$ cat src/design/dpfts_pkg.sv
package dpfts_pkg;

    localparam int CRIT_SLOTS_DEF = 4;
    localparam int NORM_SLOTS_DEF = 2;
    localparam int FRAME_MAX_DEF  = 256;

    localparam int REQ_W     = 3;
    localparam int LEN_W     = 9;
    localparam int SLOT_W    = 2;
    localparam int FREE_W    = 3;
    localparam int CNT32_W   = 32;

    localparam logic [CNT32_W-1:0] TIMEOUT_RESET = 32'd100;

    typedef enum logic [REQ_W-1:0] {
        REQ_SUBMIT  = 3'd0,
        REQ_DONE    = 3'd1,
        REQ_ERROR   = 3'd2,
        REQ_IDLE    = 3'd3,
        REQ_TICK    = 3'd4,
        REQ_DISCARD = 3'd5
    } req_t;

    typedef enum logic [1:0] {
        ST_IDLE,
        ST_APPLY,
        ST_LAUNCH
    } ctl_state_t;

    typedef struct packed {
        logic latch;
        logic apply;
        logic launch;
    } dp_cmd_t;

endpackage

$ cat src/design/dpfts_ctrl.sv
module dpfts_ctrl
(
    input  logic              clk,
    input  logic              rst_n,
    input  logic              start,
    output logic              busy,
    output dpfts_pkg::dp_cmd_t cmd
);
    import dpfts_pkg::*;

    ctl_state_t state_reg;
    ctl_state_t state_next;

    always_ff @(posedge clk or negedge rst_n)
    begin
        if (!rst_n)
        begin
            state_reg <= ST_IDLE;
        end
        else
        begin
            state_reg <= state_next;
        end
    end

    always_comb
    begin
        state_next = state_reg;
        unique case (state_reg)
            ST_IDLE:
            begin
                if (start)
                begin
                    state_next = ST_APPLY;
                end
            end
            ST_APPLY:  state_next = ST_LAUNCH;
            ST_LAUNCH: state_next = ST_IDLE;
            default:   state_next = ST_IDLE;
        endcase
    end

    always_comb
    begin
        busy       = 1'b1;
        cmd.latch  = 1'b0;
        cmd.apply  = 1'b0;
        cmd.launch = 1'b0;
        unique case (state_reg)
            ST_IDLE:
            begin
                busy      = 1'b0;
                cmd.latch = start;
            end
            ST_APPLY:  cmd.apply  = 1'b1;
            ST_LAUNCH: cmd.launch = 1'b1;
            default:   busy       = 1'b1;
        endcase
    end

endmodule

$ cat src/design/dpfts_dp.sv
module dpfts_dp #(
    parameter int CRIT_SLOTS = dpfts_pkg::CRIT_SLOTS_DEF,
    parameter int NORM_SLOTS = dpfts_pkg::NORM_SLOTS_DEF,
    parameter int FRAME_MAX  = dpfts_pkg::FRAME_MAX_DEF
)
(
    input  logic                              clk,
    input  logic                              rst_n,
    input  dpfts_pkg::dp_cmd_t                cmd,
    input  logic [dpfts_pkg::REQ_W-1:0]       req_type,
    input  logic                              critical,
    input  logic [dpfts_pkg::LEN_W-1:0]       frame_len,
    input  logic                              cfg_we,
    input  logic [dpfts_pkg::CNT32_W-1:0]     cfg_wdata,
    output logic                              done,
    output logic                              accepted,
    output logic [dpfts_pkg::SLOT_W-1:0]      fill_slot,
    output logic                              dropped_now,
    output logic                              start_valid,
    output logic                              start_from_critical,
    output logic [dpfts_pkg::SLOT_W-1:0]      start_slot,
    output logic [dpfts_pkg::LEN_W-1:0]       start_len,
    output logic                              all_idle,
    output logic [dpfts_pkg::FREE_W-1:0]      critical_free,
    output logic [dpfts_pkg::CNT32_W-1:0]     drop_total,
    output logic [dpfts_pkg::CNT32_W-1:0]     error_total
);
    import dpfts_pkg::*;

    localparam int CPW = (CRIT_SLOTS > 1) ? $clog2(CRIT_SLOTS) : 1;
    localparam int NPW = (NORM_SLOTS > 1) ? $clog2(NORM_SLOTS) : 1;
    localparam int CCW = $clog2(CRIT_SLOTS + 1);
    localparam int NCW = $clog2(NORM_SLOTS + 1);
    localparam logic [CPW-1:0] CRIT_LAST = CPW'(CRIT_SLOTS - 1);
    localparam logic [NPW-1:0] NORM_LAST = NPW'(NORM_SLOTS - 1);
    localparam logic [CCW-1:0] CRIT_FULL = CCW'(CRIT_SLOTS);
    localparam logic [NCW-1:0] NORM_FULL = NCW'(NORM_SLOTS);
    localparam logic [CNT32_W-1:0] LEN_LIMIT = CNT32_W'(FRAME_MAX);

    function automatic logic [CPW-1:0] crit_inc(input logic [CPW-1:0] p);
        crit_inc = (p == CRIT_LAST) ? '0 : p + CPW'(1);
    endfunction

    function automatic logic [NPW-1:0] norm_inc(input logic [NPW-1:0] p);
        norm_inc = (p == NORM_LAST) ? '0 : p + NPW'(1);
    endfunction

    logic [REQ_W-1:0]   req_reg;
    logic               crit_in_reg;
    logic [LEN_W-1:0]   len_in_reg;
    logic [CNT32_W-1:0] timeout_reg;

    logic [CPW-1:0] crit_head_reg, crit_head_next;
    logic [CPW-1:0] crit_tail_reg, crit_tail_next;
    logic [CCW-1:0] crit_count_reg, crit_count_next;
    logic [NPW-1:0] norm_head_reg, norm_head_next;
    logic [NPW-1:0] norm_tail_reg, norm_tail_next;
    logic [NCW-1:0] norm_count_reg, norm_count_next;
    logic sending_reg, sending_next;
    logic draining_reg, draining_next;
    logic active_crit_reg, active_crit_next;
    logic attempt_reg, attempt_next;
    logic [CNT32_W-1:0] elapsed_reg, elapsed_next;
    logic [CNT32_W-1:0] drop_cnt_reg, drop_cnt_next;
    logic [CNT32_W-1:0] err_cnt_reg, err_cnt_next;

    logic [LEN_W-1:0] crit_len_mem [CRIT_SLOTS];
    logic [LEN_W-1:0] norm_len_mem [NORM_SLOTS];
    logic             crit_wr_en;
    logic [CPW-1:0]   crit_wr_idx;
    logic             norm_wr_en;
    logic [NPW-1:0]   norm_wr_idx;

    logic               done_reg;
    logic               accepted_reg, accepted_next;
    logic [SLOT_W-1:0]  fill_slot_reg, fill_slot_next;
    logic               dropped_reg, dropped_next;
    logic               sv_reg, sv_next;
    logic               sfc_reg, sfc_next;
    logic [SLOT_W-1:0]  sslot_reg, sslot_next;
    logic [LEN_W-1:0]   slen_reg, slen_next;
    logic               all_idle_reg, all_idle_next;
    logic [FREE_W-1:0]  free_reg, free_next;

    logic               in_flight;
    logic [LEN_W-1:0]   launch_len;
    logic [SLOT_W-1:0]  launch_slot;
    logic [CNT32_W-1:0] elapsed_inc;
    logic [CCW-1:0]     crit_free_w;

    assign in_flight = sending_reg | draining_reg;

    always_ff @(posedge clk)
    begin
        if (cmd.latch)
        begin
            req_reg     <= req_type;
            crit_in_reg <= critical;
            len_in_reg  <= frame_len;
        end
        if (crit_wr_en)
        begin
            crit_len_mem[crit_wr_idx] <= len_in_reg;
        end
        if (norm_wr_en)
        begin
            norm_len_mem[norm_wr_idx] <= len_in_reg;
        end
        accepted_reg  <= accepted_next;
        fill_slot_reg <= fill_slot_next;
        dropped_reg   <= dropped_next;
        sv_reg        <= sv_next;
        sfc_reg       <= sfc_next;
        sslot_reg     <= sslot_next;
        slen_reg      <= slen_next;
        all_idle_reg  <= all_idle_next;
        free_reg      <= free_next;
    end

    always_ff @(posedge clk or negedge rst_n)
    begin
        if (!rst_n)
        begin
            timeout_reg     <= TIMEOUT_RESET;
            crit_head_reg   <= '0;
            crit_tail_reg   <= '0;
            crit_count_reg  <= '0;
            norm_head_reg   <= '0;
            norm_tail_reg   <= '0;
            norm_count_reg  <= '0;
            sending_reg     <= 1'b0;
            draining_reg    <= 1'b0;
            active_crit_reg <= 1'b0;
            attempt_reg     <= 1'b0;
            elapsed_reg     <= '0;
            drop_cnt_reg    <= '0;
            err_cnt_reg     <= '0;
            done_reg        <= 1'b0;
        end
        else
        begin
            if (cfg_we)
            begin
                timeout_reg <= cfg_wdata;
            end
            crit_head_reg   <= crit_head_next;
            crit_tail_reg   <= crit_tail_next;
            crit_count_reg  <= crit_count_next;
            norm_head_reg   <= norm_head_next;
            norm_tail_reg   <= norm_tail_next;
            norm_count_reg  <= norm_count_next;
            sending_reg     <= sending_next;
            draining_reg    <= draining_next;
            active_crit_reg <= active_crit_next;
            attempt_reg     <= attempt_next;
            elapsed_reg     <= elapsed_next;
            drop_cnt_reg    <= drop_cnt_next;
            err_cnt_reg     <= err_cnt_next;
            done_reg        <= cmd.launch;
        end
    end

    assign elapsed_inc = (elapsed_reg == '1) ? elapsed_reg : elapsed_reg + CNT32_W'(1);

    always_comb
    begin
        crit_head_next   = crit_head_reg;
        crit_tail_next   = crit_tail_reg;
        crit_count_next  = crit_count_reg;
        norm_head_next   = norm_head_reg;
        norm_tail_next   = norm_tail_reg;
        norm_count_next  = norm_count_reg;
        sending_next     = sending_reg;
        draining_next    = draining_reg;
        active_crit_next = active_crit_reg;
        attempt_next     = attempt_reg;
        elapsed_next     = elapsed_reg;
        drop_cnt_next    = drop_cnt_reg;
        err_cnt_next     = err_cnt_reg;
        crit_wr_en       = 1'b0;
        crit_wr_idx      = crit_head_reg;
        norm_wr_en       = 1'b0;
        norm_wr_idx      = norm_head_reg;
        accepted_next    = accepted_reg;
        fill_slot_next   = fill_slot_reg;
        dropped_next     = dropped_reg;
        sv_next          = sv_reg;
        sfc_next         = sfc_reg;
        sslot_next       = sslot_reg;
        slen_next        = slen_reg;
        all_idle_next    = all_idle_reg;
        free_next        = free_reg;
        launch_len       = '0;
        launch_slot      = '0;
        crit_free_w      = '0;

        if (cmd.apply)
        begin
            accepted_next  = 1'b0;
            fill_slot_next = '0;
            dropped_next   = 1'b0;
            attempt_next   = 1'b1;
            unique case (req_t'(req_reg))
                REQ_SUBMIT:
                begin
                    if (len_in_reg == '0 || CNT32_W'(len_in_reg) > LEN_LIMIT)
                    begin
                        attempt_next = 1'b0;
                    end
                    else if (crit_in_reg)
                    begin
                        if (crit_count_reg >= CRIT_FULL)
                        begin
                            drop_cnt_next = drop_cnt_reg + CNT32_W'(1);
                            dropped_next  = 1'b1;
                            attempt_next  = 1'b0;
                        end
                        else
                        begin
                            crit_wr_en      = 1'b1;
                            crit_wr_idx     = crit_head_reg;
                            crit_head_next  = crit_inc(crit_head_reg);
                            crit_count_next = crit_count_reg + CCW'(1);
                            accepted_next   = 1'b1;
                            fill_slot_next  = SLOT_W'(crit_head_reg);
                        end
                    end
                    else
                    begin
                        norm_wr_en = 1'b1;
                        if (norm_count_reg >= NORM_FULL)
                        begin
                            if (in_flight && !active_crit_reg)
                            begin
                                norm_wr_idx = norm_inc(norm_tail_reg);
                            end
                            else
                            begin
                                norm_wr_idx = (norm_head_reg == '0) ? NORM_LAST
                                              : norm_head_reg - NPW'(1);
                            end
                            drop_cnt_next = drop_cnt_reg + CNT32_W'(1);
                            dropped_next  = 1'b1;
                        end
                        else
                        begin
                            norm_wr_idx     = norm_head_reg;
                            norm_head_next  = norm_inc(norm_head_reg);
                            norm_count_next = norm_count_reg + NCW'(1);
                        end
                        accepted_next  = 1'b1;
                        fill_slot_next = SLOT_W'(norm_wr_idx);
                    end
                end
                REQ_DONE:
                begin
                    if (sending_reg)
                    begin
                        sending_next  = 1'b0;
                        draining_next = 1'b1;
                    end
                end
                REQ_ERROR, REQ_IDLE, REQ_TICK:
                begin
                    // retire on error, line idle or timeout
                    if ((req_t'(req_reg) == REQ_ERROR && sending_reg) ||
                        (req_t'(req_reg) == REQ_IDLE && draining_reg) ||
                        (req_t'(req_reg) == REQ_TICK && in_flight &&
                         elapsed_inc > timeout_reg))
                    begin
                        sending_next  = 1'b0;
                        draining_next = 1'b0;
                        if (req_t'(req_reg) != REQ_IDLE)
                        begin
                            err_cnt_next = err_cnt_reg + CNT32_W'(1);
                        end
                        if (active_crit_reg)
                        begin
                            if (crit_count_reg != '0)
                            begin
                                crit_tail_next  = crit_inc(crit_tail_reg);
                                crit_count_next = crit_count_reg - CCW'(1);
                            end
                        end
                        else if (norm_count_reg != '0)
                        begin
                            norm_tail_next  = norm_inc(norm_tail_reg);
                            norm_count_next = norm_count_reg - NCW'(1);
                        end
                    end
                    if (req_t'(req_reg) == REQ_TICK && in_flight)
                    begin
                        elapsed_next = elapsed_inc;
                    end
                end
                REQ_DISCARD:
                begin
                    if (!in_flight)
                    begin
                        crit_head_next  = '0;
                        crit_tail_next  = '0;
                        crit_count_next = '0;
                        norm_head_next  = '0;
                        norm_tail_next  = '0;
                        norm_count_next = '0;
                    end
                    else if (active_crit_reg)
                    begin
                        crit_count_next = (crit_count_reg != '0) ? CCW'(1) : '0;
                        crit_head_next  = (crit_count_reg != '0) ? crit_inc(crit_tail_reg)
                                                                 : crit_tail_reg;
                        norm_head_next  = '0;
                        norm_tail_next  = '0;
                        norm_count_next = '0;
                    end
                    else
                    begin
                        norm_count_next = (norm_count_reg != '0) ? NCW'(1) : '0;
                        norm_head_next  = (norm_count_reg != '0) ? norm_inc(norm_tail_reg)
                                                                 : norm_tail_reg;
                        crit_head_next  = '0;
                        crit_tail_next  = '0;
                        crit_count_next = '0;
                    end
                end
                default:
                begin
                    attempt_next = 1'b0;
                end
            endcase
        end

        if (cmd.launch)
        begin
            sv_next    = 1'b0;
            sfc_next   = 1'b0;
            sslot_next = '0;
            slen_next  = '0;
            if (attempt_reg && !in_flight &&
                (crit_count_reg != '0 || norm_count_reg != '0))
            begin
                if (crit_count_reg != '0)
                begin
                    active_crit_next = 1'b1;
                    launch_slot      = SLOT_W'(crit_tail_reg);
                    launch_len       = crit_len_mem[crit_tail_reg];
                end
                else
                begin
                    active_crit_next = 1'b0;
                    launch_slot      = SLOT_W'(norm_tail_reg);
                    launch_len       = norm_len_mem[norm_tail_reg];
                end
                if (launch_len != '0)
                begin
                    sending_next = 1'b1;
                    elapsed_next = '0;
                    sv_next      = 1'b1;
                    sfc_next     = active_crit_next;
                    sslot_next   = launch_slot;
                    slen_next    = launch_len;
                end
            end
            all_idle_next = !sending_next && !draining_reg &&
                            crit_count_reg == '0 && norm_count_reg == '0;
            crit_free_w   = CRIT_FULL - crit_count_reg;
            free_next     = FREE_W'(crit_free_w);
        end
    end

    assign done                = done_reg;
    assign accepted            = accepted_reg;
    assign fill_slot           = fill_slot_reg;
    assign dropped_now         = dropped_reg;
    assign start_valid         = sv_reg;
    assign start_from_critical = sfc_reg;
    assign start_slot          = sslot_reg;
    assign start_len           = slen_reg;
    assign all_idle            = all_idle_reg;
    assign critical_free       = free_reg;
    assign drop_total          = drop_cnt_reg;
    assign error_total         = err_cnt_reg;

endmodule

$ cat src/design/dual_priority_frame_tx_scheduler_core.sv
// Channel   Direction  Handshake                Payload
// request   in         start & !busy            req_type, critical, frame_len
// result    out        done (one cycle strobe)  accepted .. error_total
// config    in         cfg_we                   cfg_wdata (timeout in ticks)
//
// Each transaction runs through latch, state update and launch check, in that order.
// The controller sequences one transaction at a time through the datapath.
// done pulses the cycle after launch; busy is already low then.
// The receiver cannot stall; results are never held.
// rst_n is asynchronous; timeout resets to 100 ticks, rings come up empty.
module dual_priority_frame_tx_scheduler_core #(
    parameter int CRIT_SLOTS = dpfts_pkg::CRIT_SLOTS_DEF,
    parameter int NORM_SLOTS = dpfts_pkg::NORM_SLOTS_DEF,
    parameter int FRAME_MAX  = dpfts_pkg::FRAME_MAX_DEF
)
(
    input  logic                              clk,
    input  logic                              rst_n,
    input  logic                              start,
    output logic                              busy,
    input  logic [dpfts_pkg::REQ_W-1:0]       req_type,
    input  logic                              critical,
    input  logic [dpfts_pkg::LEN_W-1:0]       frame_len,
    input  logic                              cfg_we,
    input  logic [dpfts_pkg::CNT32_W-1:0]     cfg_wdata,
    output logic                              done,
    output logic                              accepted,
    output logic [dpfts_pkg::SLOT_W-1:0]      fill_slot,
    output logic                              dropped_now,
    output logic                              start_valid,
    output logic                              start_from_critical,
    output logic [dpfts_pkg::SLOT_W-1:0]      start_slot,
    output logic [dpfts_pkg::LEN_W-1:0]       start_len,
    output logic                              all_idle,
    output logic [dpfts_pkg::FREE_W-1:0]      critical_free,
    output logic [dpfts_pkg::CNT32_W-1:0]     drop_total,
    output logic [dpfts_pkg::CNT32_W-1:0]     error_total
);
    import dpfts_pkg::*;

    dp_cmd_t cmd;

    dpfts_ctrl u_ctrl (
        .clk   (clk),
        .rst_n (rst_n),
        .start (start),
        .busy  (busy),
        .cmd   (cmd)
    );

    dpfts_dp #(
        .CRIT_SLOTS (CRIT_SLOTS),
        .NORM_SLOTS (NORM_SLOTS),
        .FRAME_MAX  (FRAME_MAX)
    ) u_dp (
        .clk                 (clk),
        .rst_n               (rst_n),
        .cmd                 (cmd),
        .req_type            (req_type),
        .critical            (critical),
        .frame_len           (frame_len),
        .cfg_we              (cfg_we),
        .cfg_wdata           (cfg_wdata),
        .done                (done),
        .accepted            (accepted),
        .fill_slot           (fill_slot),
        .dropped_now         (dropped_now),
        .start_valid         (start_valid),
        .start_from_critical (start_from_critical),
        .start_slot          (start_slot),
        .start_len           (start_len),
        .all_idle            (all_idle),
        .critical_free       (critical_free),
        .drop_total          (drop_total),
        .error_total         (error_total)
    );

endmodule

$ cat config.mk
export PLATFORM = sky130hd
export DESIGN_NAME = dual_priority_frame_tx_scheduler_core
export DESIGN_NICKNAME = d
export VERILOG_FILES = /design/src/design/dpfts_pkg.sv /design/src/design/dpfts_ctrl.sv /design/src/design/dpfts_dp.sv /design/src/design/dual_priority_frame_tx_scheduler_core.sv
export SDC_FILE = /design/constraint.sdc
export NUM_CORES = 1
export LEC_CHECK = 0
export ABC_AREA = 0
export ABC_CLOCK_PERIOD_IN_PS = 4300
export BUFFER_PORTS_ARGS = -buffer_cell sky130_fd_sc_hd__clkbuf_2
export CAP_MARGIN = 10
export CELL_PAD_IN_SITES_DETAIL_PLACEMENT = 1
export CELL_PAD_IN_SITES_GLOBAL_PLACEMENT = 2
export CORE_MARGIN = 2
export CORE_UTILIZATION = 35
export CTS_CLUSTER_SIZE = 12
export DETAILED_ROUTE_END_ITERATION = 8
export PLACE_DENSITY = 0.83
export SLEW_MARGIN = 10
export SYNTH_ARGS = -nofsm -noshare
export SYNTH_HDL_FRONTEND = slang
export SYNTH_SLANG_ARGS = --single-unit
$ cat constraint.sdc
create_clock -name clk -period 4.3 [get_ports clk]
set_input_delay 0.215 -clock clk [delete_from_list [all_inputs] [get_ports clk]]
set_output_delay 0.215 -clock clk [all_outputs]
set_load 0.01 [all_outputs]
==> metrics.txt, run 1 <==
Critical R2R Launch u_dp.elapsed_reg[20]; RSZ-0062 raised after global routing yes; routed via count 8933; Clk network pwr share 0.370; Syn-to-layout area delta 27.93%; post-synthesis sequential area ratio 0.5436; mapped cell area 11590 sq um; dominant synthesized flop cell dfrtp_1; DRC 0; Comb pwr share 0.160; placement row count 66; Pre-antenna DRT Iters 4; fin area 14830 sq um; Initial Util 0.3562; crit path launch type register; Unique masters post-synth 74; WL final 31420 microns; # diodes 0; Relative slew margins 0.2982; Mapped Cells 1049; Cells after DPL 1663; CTS buffer count 27; Synthesized Nets 1142; Switching Share 0.2754; Worst-Margin Slew 1.053 ns; Core Util, Final 0.4557; sw power 0.001542 W; Internal Pwr Total 0.004056 W; final slew viol count 0; Clock transition at path regs 0.06 ns; maximum vdd drop 0.0002616 V; Hold Crit Class in2async; area leader, netlist dfrtp_1; hpwl dp 21890 microns; fill cell count 3604; leakage 6.539 nW; reg2reg setup slack -0.1 ns; synth warn 0; total I/O pin count 136; clock sinks 234; TritonCTS clock tree yes; worst r2r path cells 19; worst setup path endpoint u_dp.error_total[16]; Worst Path Arrival 4.80 ns; Largest register FFs 36; clock skew 0.008146 ns; GRT Util Overall 0.1792; Layout Nets 1400; Post-Place Setup Slack -0.2380 ns; top post-synthesis cells by area dfrtp_1 31%, edfxtp_1 23%, xnor2_1 7.0%; most frequent cells in the layout 143 x dfrtp_1, 134 x clkbuf_2, 96 x nor2_1, 90 x nand2_1, 90 x xnor2_1; critical path capture point type register; vias in the first global route 9481; first-pass GRT wire length 49450 microns; clock root cell clkbuf_16; PnR worst setup slack -0.09887 ns; Crit Path Max Fanout 6; pwr dens 377.6 nW/um^2; commonest non-fill, non-tap cell in the layout dfrtp_1; Routability Congestion 0.7939; Final Cycle Share 1.023; Flop pwr share 0.470; WL/cell 17.78 microns; largest net degree at the start of global routing 95; Mapped Avg Cell Area 11.05 sq um; Die W 186.0 microns; initial antenna violation count 0; number of synthesized flops with an enable pin 88; FF-to-FF End u_dp.error_total[16]; top cell type's share of synthesized area 0.3088; Max H-tree Level 1; port bufs 135; failing checks negative setup slack; Hold Fails Final Rpt 0; Final Setup Violations 28; Initial DRC Count 426; Core Area 32540 sq um; largest reg by FF count u_dp.crit_len_mem; Placement Cell Area 13230 sq um; Die Y-Extent 186.0 microns; Max Clk Rate 227.3 MHz; Routed Antenna Nets 0; status finished, violations left; Synth Register Bits 234; Crit. Startpoint u_dp.elapsed_reg[20]; via/cell ratio 5.055; die area 34580 sq um; Post-Layout Cell Count 1767; layout cells sized above 1 0.2392; Worst EP required 4.70 ns; grt ovf 0; min Tclk post-route 4.399 ns; Async SR Flop Fraction 0.6239; Worst Setup Path Type reg2reg; Hold WS 0.3730 ns; later-pin clock latency in the skew report 0.53 ns; Clock Path Buffers 3; Max-cap violations 0
[power groups by stage]
stage          sequential [W]  combinational, W  clock (W)
2_1_floorplan         0.00262          0.000554          0
3_3_place_gp          0.00266          0.000812          0
3_5_place_dp          0.00267          0.000844          0
4_1_cts               0.00263          0.000887    0.00213
5_1_grt               0.00265           0.00101    0.00223
6_report              0.00263          0.000897    0.00207
[how the worst min path moves through the flow]
stage / start / end / depth (start not counted)
after floorplan: rst_n / u_ctrl.state_reg[0] / 0
final: rst_n / u_dp.timeout_reg[13] / 2
after detailed placement: rst_n / u_dp.timeout_reg[13] / 1
after CTS: frame_len[3] / u_dp.len_in_reg[3] / 2
after global routing: frame_len[1] / u_dp.len_in_reg[1] / 2
after global placement: rst_n / u_dp.timeout_reg[13] / 1
[synth_stat cells (6+ instances only)]
| cell type | instances |
|---|---|
| and2_1 | 16 |
| o21ai_0 | 52 |
| edfxtp_1 | 88 |
| nand4_1 | 44 |
| inv_1 | 48 |
| buf_2 | 10 |
| a21oi_1 | 26 |
| nor3_1 | 24 |
| clkbuf_1 | 20 |
| nand2_1 | 92 |
| mux4_2 | 9 |
| nor2b_1 | 6 |
| nor2_1 | 97 |
| mux2i_1 | 12 |
| nand2b_1 | 7 |
| and3_1 | 27 |
| ha_1 | 43 |
| a211oi_1 | 10 |
| xor2_1 | 36 |
| dfrtp_1 | 143 |
| nand3_1 | 36 |
| xnor2_1 | 92 |
| nor4_1 | 9 |
[area by class of cell]
type                            count  area (sq um)  share of cell area
Clock buffer                       33         698.2             0.04709
Inverter                           48         180.2             0.01215
Clock inverter                     14         86.33            0.005823
Timing Repair Buffer              273          1924              0.1298
Multi-Input combinational cell    723          5084              0.3429
Tap cell                          442         553.0             0.03730
Sequential cell                   234          6300              0.4249
[critical path, cell delays in order (launching register included)]
cell and delay [ns]:
dfrtp_1 0.35, nand4_1 0.10, or4_4 0.55, or4_4 0.58, and2_4 0.19, nand2_8 0.09
nor3_4 0.05, xor2_1 0.14, ha_1 0.30, nand4_1 0.18, nor4_2 0.36, buf_4 0.18
a31oi_1 0.08, a41oi_1 0.20, buf_4 0.19, a21o_4 0.14, buf_12 0.14, clkbuf_16 0.14
nand4_1 0.12, xnor2_1 0.18
[logic make-up after synthesis]
kind of cell / share of synthesized area
DFF: 0.5436
AOI/OAI and AO/OA: 0.06964
muxes: 0.03304
and+or+nand+nor: 0.1730
adders and majority gates: 0.04815
xor gates and xnor gates: 0.09674
buffers and inverters: 0.03584
[per-layer routing]
metal	GRT usage	part of all wire	vias to the layer above	wire length (microns)
met5	0	0	-	0
met1	0.2358	0.45	4492	14130
met2	0.3065	0.49	173	15250
met4	0.03559	0.015	0	472
met3	0.03659	0.050	40	1564
li1	-	-	4228	-
[metrics by stage]
stage                     power [W]  setup TNS (ns)
after detailed placement   0.003514          -3.667
final                      0.005598         -0.9778
after global routing       0.005884          -8.888
after floorplan            0.003176               0
after global placement     0.003472         -0.5085
after CTS                  0.005647               0
[repair_timing]
item / 4_1_cts / 5_1_grt
pin swaps: 3 / 25
gates resized for setup: 10 / 32
buffers inserted: 1 / 6
cloned: 0 / 3
hold buffers: 47 / 0
endpoints found under the setup margin: 42 / 42
hold endpoints to repair: 135 / 0
Power figures use the tool's default switching activity.
==> run 2: changes to the inputs <==
--- a/config.mk
+++ b/config.mk
@@ -6,7 +6,7 @@
 export NUM_CORES = 1
 export LEC_CHECK = 0
 export ABC_AREA = 0
-export ABC_CLOCK_PERIOD_IN_PS = 4300
+export ABC_CLOCK_PERIOD_IN_PS = 3800
 export BUFFER_PORTS_ARGS = -buffer_cell sky130_fd_sc_hd__clkbuf_2
 export CAP_MARGIN = 10
 export CELL_PAD_IN_SITES_DETAIL_PLACEMENT = 1
==> constraint.sdc (replaced) <==
create_clock -name clk -period 3.8 [get_ports clk]
set_input_delay 0.19 -clock clk [delete_from_list [all_inputs] [get_ports clk]]
set_output_delay 0.19 -clock clk [all_outputs]
set_load 0.01 [all_outputs]
==> run 2 against run 1 <==
Effect of this change:
- the flow still finishes with violations (negative setup slack)
- via count down 1.9%
- sequential power up 13%
- largest power group unchanged
- register-to-register slack worse by 0.25 ns
- count of clock-buffer cells in the layout up 9
- global-route usage down 0.13 points
- total power up 23%
- largest cell class unchanged
- flip-flop and latch count unchanged
- sequential share of layout area down 1.1 points
- clock skew up 0.0099 ns
- cell count up 0.74%
- critical path depth down 2
==> metrics.txt, run 2 (same netlist as run 1, synthesis figures left out) <==
largest reg by FF count u_dp.crit_len_mem; pwr dens 450.7 nW/um^2 (+19%); Final Setup Violations 42 (+50%); Routability Congestion 0.8197 (+3.2%); maximum vdd drop 0.0003455 V (+32%); Pre-antenna DRT Iters 4 (unchanged); Syn-to-layout area delta 31.41%; register area 6302 sq um (about the same); DRC 0 (unchanged); via/cell ratio 4.925 (-2.6%); critical path capture point type register; reg2reg setup slack -0.35 ns (-0.25 ns); Worst-Margin Slew 1.072 ns (+0.01917 ns); grt ovf 0 (unchanged); critical path's largest stage delay 0.54 ns (-0.04 ns); Hold Fails Final Rpt 0 (unchanged); Initial DRC Count 348 (-18%); Final Cycle Share 1.093 (+0.07012); TritonCTS clock tree yes; crit path launch type register; Worst EP required 4.24 ns (-0.46 ns); Cells after DPL 1663 (unchanged); hpwl dp 21510 microns (-1.7%); clock sinks 234 (unchanged); Post-Layout Cell Count 1780 (+0.74%); Max-cap violations 0 (unchanged); initial antenna violation count 0 (unchanged); fill cell count 3584 (-0.55%); first-pass GRT wire length 49100 microns (-0.71%); failing checks negative setup slack; RSZ-0062 raised after global routing yes; GRT Util Overall 0.1779 (-0.001305); status finished, violations left; final slew viol count 0 (unchanged); min Tclk post-route 4.154 ns (-0.2451 ns); Max H-tree Level 1 (unchanged); clock root cell clkbuf_16; Clock transition at path regs 0.06 ns (about the same); Die W 186.0 microns (unchanged); # diodes 0 (unchanged); PnR worst setup slack -0.3538 ns (-0.2549 ns); vias in the first global route 9303 (-1.9%); Routed Antenna Nets 0 (unchanged); WL/cell 17.19 microns (-3.4%); clock skew 0.01805 ns (+0.009907 ns); layout cells sized above 1 0.2706 (+0.03131); Core Util, Final 0.4680 (+0.01238); setup TNS -10.65 ns (-9.668 ns); Crit Path Max Fanout 6 (unchanged); CP max stage cell or4_4; routed via count 8767 (-1.9%); overall power 0.006863 W (+23%); Initial Util 0.3562 (unchanged); Largest register FFs 36 (unchanged); later-pin clock latency in the skew report 0.56 ns (+0.03 ns); Worst Path Arrival 4.59 ns (-0.21 ns); Core Area 32540 sq um (unchanged); Hold Crit Class in2async; crit-path cells nand4_4, or4_4, or4_4, and2_4, nand2_8, nor2_2, xor2_1, ha_1, nand4_1, nor4_4, a31oi_2, a41oi_2, buf_6, buf_6, a211oi_4, nor2_2, mux2_2; Post-Place Setup Slack -0.4837 ns (-0.2456 ns); Max Clk Rate 240.7 MHz (+5.9%); commonest non-fill, non-tap cell in the layout dfrtp_1; Worst Setup Path Type reg2reg; most frequent cells in the layout 141 x dfrtp_1, 134 x clkbuf_2, 90 x nor2_1, 88 x nand2_1, 88 x edfxtp_1; multi-input logic area 5234 sq um (+3.0%); Layout Nets 1408 (+0.57%); Die Y-Extent 186.0 microns (unchanged); port bufs 135 (unchanged); Clock Path Buffers 3 (unchanged); CTS buffer count 29 (+7.4%); largest net degree at the start of global routing 81 (-15%); WL final 30590 microns (-2.6%); leakage 6.728 nW (+2.9%); Relative slew margins 0.2827 (-0.01542); die area 34580 sq um (unchanged); total I/O pin count 136 (unchanged); placement row count 66 (unchanged)
[run 2: final timing paths]
check / startpoint / endpoint / depth (start not counted)
hold / removal: rst_n / u_dp.drop_total[22] / 2
setup / recovery: u_dp.elapsed_reg[15] / u_dp.crit_count_reg[0] / 17
hold reg to reg: u_dp.error_total[31] / u_dp.error_total[31] / 1
setup reg to reg: u_dp.elapsed_reg[15] / u_dp.crit_count_reg[0] / 17
max in group asynchronous: rst_n / u_dp.timeout_reg[6] / 3
min in group clk: frame_len[1] / u_dp.len_in_reg[1] / 2
[run 2: layout make-up]
type / instances / area share
clock buffers: 42 / 0.05628
clock inverters: 12 / 0.009859
inverters: 48 / 0.01183
multi-input cells: 723 / 0.3437
flip-flops and latches: 234 / 0.4139
well taps: 442 / 0.03632
repair buffers: 279 / 0.1282
[run 2: where the power goes]
part           switching (W)  internal (W)
Sequential          0.000152       0.00281
Clock                0.00109       0.00177
Combinational       0.000603      0.000433
Total                0.00185       0.00501
[run 2: worst max-delay path, delay by kind of cell (launching register included)]
kind,cells,cell delay (ns)
AO/OA/AOI/OAI,3,0.38
XOR/XNOR,1,0.15
AND/OR/NAND/NOR,9,2.20
buffers and inverters,2,0.25
flip-flops,1,0.39
adder cells (fa/ha/maj),1,0.31
multiplexers,1,0.35
[run 2: timing repair]
item                                    CTS  global route
resized for setup                        33            24
endpoints found under the setup margin   43            43
setup buffers                            10             6
pin swaps                                15            14
endpoints found under the hold margin   125             0
hold buffers                             47             0
cloned                                    1             0
[run 2: through the flow]
stage                     cell area (sq um)  hold slack, ns
after global placement                13320          0.3036
after global routing                  15230          0.2980
after CTS                             15050          0.2687
after detailed placement              13320          0.3063
final                                 15230          0.2425
after floorplan                       11700         -0.1056
[run 2: per-layer routing]
layer,vias to the layer above,track usage,wire [microns]
met5,-,0,0
met4,0,0.04598,733
met3,48,0.03404,1281
met2,142,0.3065,15000
met1,4333,0.2295,13580
li1,4244,-,-
==> run 3: changes to the inputs <==
--- a/config.mk
+++ b/config.mk
@@ -11,6 +11,7 @@
 export CAP_MARGIN = 10
 export CELL_PAD_IN_SITES_DETAIL_PLACEMENT = 1
 export CELL_PAD_IN_SITES_GLOBAL_PLACEMENT = 2
+export CORE_ASPECT_RATIO = 1.2
 export CORE_MARGIN = 2
 export CORE_UTILIZATION = 35
 export CTS_CLUSTER_SIZE = 12
==> run 3 against run 2 <==
Effect of this change:
- critical path type unchanged
- clock skew shrank 0.0033 ns
- register-to-register slack got worse by 0.16 ns
- design area rose by 0.16%
- critical endpoint is now u_dp.error_total[10]
- sequential share of layout area is 0.064 points lower
- cell count decreased by 1.1%
- the run still ends with negative setup slack left
- utilization shrank 0.42 points
- total power shrank 1.7%
- hold slack worse by 0.053 ns
- via count increased by 2.0%
==> metrics.txt, run 3 (same netlist as run 1, synthesis figures left out) <==
min Tclk post-route 4.314 ns (+0.1599 ns); PnR worst setup slack -0.5137 ns (-0.1599 ns); Clock Path Buffers 3 (unchanged); total I/O pin count 136 (unchanged); placement row count 73 (+11%); Hold Fails Final Rpt 0 (unchanged); Worst-Margin Slew 0.9225 ns (-0.1494 ns); leakage 6.731 nW (about the same); initial antenna violation count 0 (unchanged); maximum vdd drop 0.0003509 V (+1.5%); Largest register FFs 36 (unchanged); grt ovf 0 (unchanged); Pre-antenna DRT Iters 4 (unchanged); die area 34590 sq um (about the same); Placement Cell Area 13420 sq um (+0.75%); crit path launch type register; WL final 31640 microns (+3.4%); later-pin clock latency in the skew report 0.56 ns (about the same); WL/cell 17.97 microns (+4.6%); first-pass GRT wire length 50500 microns (+2.9%); Initial DRC Count 343 (-1.4%); WP buf/inv 4 (+2); pwr dens 442.5 nW/um^2 (-1.8%); Post-Layout Cell Count 1761 (-1.1%); Routability Congestion 0.8023 (-2.1%); critical path capture point type register; Max-cap violations 0 (unchanged); Die W 170.1 microns (-8.5%); Worst EP required 4.24 ns (about the same); Die Y-Extent 203.3 microns (+9.3%); CTS buffer count 28 (-3.4%); Worst Setup Path Type reg2reg; Core Area 32880 sq um (+1.1%); fin area 15250 sq um (+0.16%); layout cells sized above 1 0.2743 (+0.003724); critical path's largest stage delay 0.55 ns (about the same); Max Clk Rate 231.8 MHz (-3.7%); # diodes 0 (unchanged); status finished, violations left; clock skew 0.01473 ns (-0.003327 ns); RSZ-0062 raised after global routing yes; Layout Nets 1421 (+0.92%); most frequent cells in the layout 141 x dfrtp_1, 134 x clkbuf_2, 96 x buf_4, 92 x nor2_1, 89 x nand2_1; Hold Crit Class in2reg; via/cell ratio 5.077 (+3.1%); GRT Util Overall 0.1823 (+0.004390); Worst path depth 19 (+2); failing checks negative setup slack; Crit path max-delay family simple AND/OR/NAND/NOR gates; worst r2r path cells 19 (+2); clock root cell clkbuf_16; vias in the first global route 9483 (+1.9%); Final Cycle Share 1.135 (+0.04208); crit-path cells nand4_4, or4_4, or4_4, and2_4, nand2_8, nor2_4, xor2_1, ha_1, nand4_1, nor4_4, buf_4, a31oi_4, a41oi_2, buf_6, a21o_4, buf_12, buf_6, nand4_1, xnor2_1; commonest non-fill, non-tap cell in the layout dfrtp_1; Routed Antenna Nets 0 (unchanged); Crit Path Max Fanout 8 (+2); routed via count 8941 (+2.0%); Cells after DPL 1648 (-0.90%); Hold Crit Depth 3; Initial Util 0.3524 (-0.003741); final slew viol count 0 (unchanged); port bufs 135 (unchanged); CP max stage cell or4_4; Core Util, Final 0.4639 (-0.004192); hpwl dp 22410 microns (+4.2%); DRC 0 (unchanged); Worst Path Arrival 4.75 ns (+0.16 ns); largest net degree at the start of global routing 91 (+12%); largest reg by FF count u_dp.crit_len_mem; Final Setup Violations 43 (+2.4%); Syn-to-layout area delta 31.61%; Max H-tree Level 1 (unchanged); clock sinks 234 (unchanged); TritonCTS clock tree yes; Clock transition at path regs 0.06 ns (about the same); Relative slew margins 0.3850 (+0.1022)
[run 3: cell count changes in the layout (fill, tap and decap cells not counted), moves of 3 or more]
cell	previous run	this run
clkinv_2	8	3
o21ai_2	1	4
o21ai_1	4	0
clkbuf_16	31	28
buf_4	85	96
[run 3: area by class of cell]
cell class	count	area [sq um]
Sequential cell	234	6302
Tap cell	412	515.5
Timing Repair Buffer	293	2102
Fill cell	3591	17630
Clock inverter	12	153.9
Inverter	48	180.2
Multi-Input combinational cell	723	5226
Clock buffer	39	772.0
[run 3: final timing paths]
check,startpoint,end,slack [ns]
min in group asynchronous,rst_n,u_dp.drop_total[5],0.25
max reg2reg,u_dp.elapsed_reg[15],u_dp.error_total[10],-0.51
min,cfg_we,u_dp.timeout_reg[22],0.19
min reg2reg,u_dp.error_total[31],u_dp.error_total[31],0.48
max in group asynchronous,rst_n,u_dp.timeout_reg[2],2.69
max,u_dp.elapsed_reg[15],u_dp.error_total[10],-0.51
[run 3: what timing repair did]
action                                  in CTS  in global routing
pin swaps                                    8                 30
gates resized for setup                      9                 47
cloned                                       1                  0
endpoints found under the hold margin      135                  0
buffers inserted                             3                 11
endpoints found under the setup margin      43                 43
hold buffers                                47                  0
[run 3: metal layers]
metal | up-vias | wire, microns | global-route usage | share of wire
li1 | 4263 | - | - | -
met1 | 4465 | 13360 | 0.2258 | 0.42
met2 | 160 | 16240 | 0.3238 | 0.51
met3 | 53 | 1385 | 0.03435 | 0.044
met4 | 0 | 663 | 0.05067 | 0.021
met5 | - | 0 | 0 | 0
[run 3: worst min-delay path, cell delays in order]
cell and delay, ns:
clkbuf_2 0.30, nand2_1 0.14, o21ai_0 0.07
[run 3: per-stage QoR]
step	power, W	hold slack (ns)	worst slack, ns	TNS, ns
after floorplan	0.003601	-0.1056	-0.09958	-0.9896
after global placement	0.003972	0.3405	-0.3505	-11.97
after detailed placement	0.004014	0.3475	-0.4785	-16.11
after CTS	0.006803	0.1873	-0.3992	-14.81
after global routing	0.007078	0.2717	-0.6631	-24.96
final	0.006750	0.1892	-0.5137	-18.32
[run 3: power by group]
part / internal [W] / switching, W / total, W
registers: 0.00281 / 0.000162 / 0.00297
logic: 0.000457 / 0.000623 / 0.00108
clock network: 0.00162 / 0.00108 / 0.00270
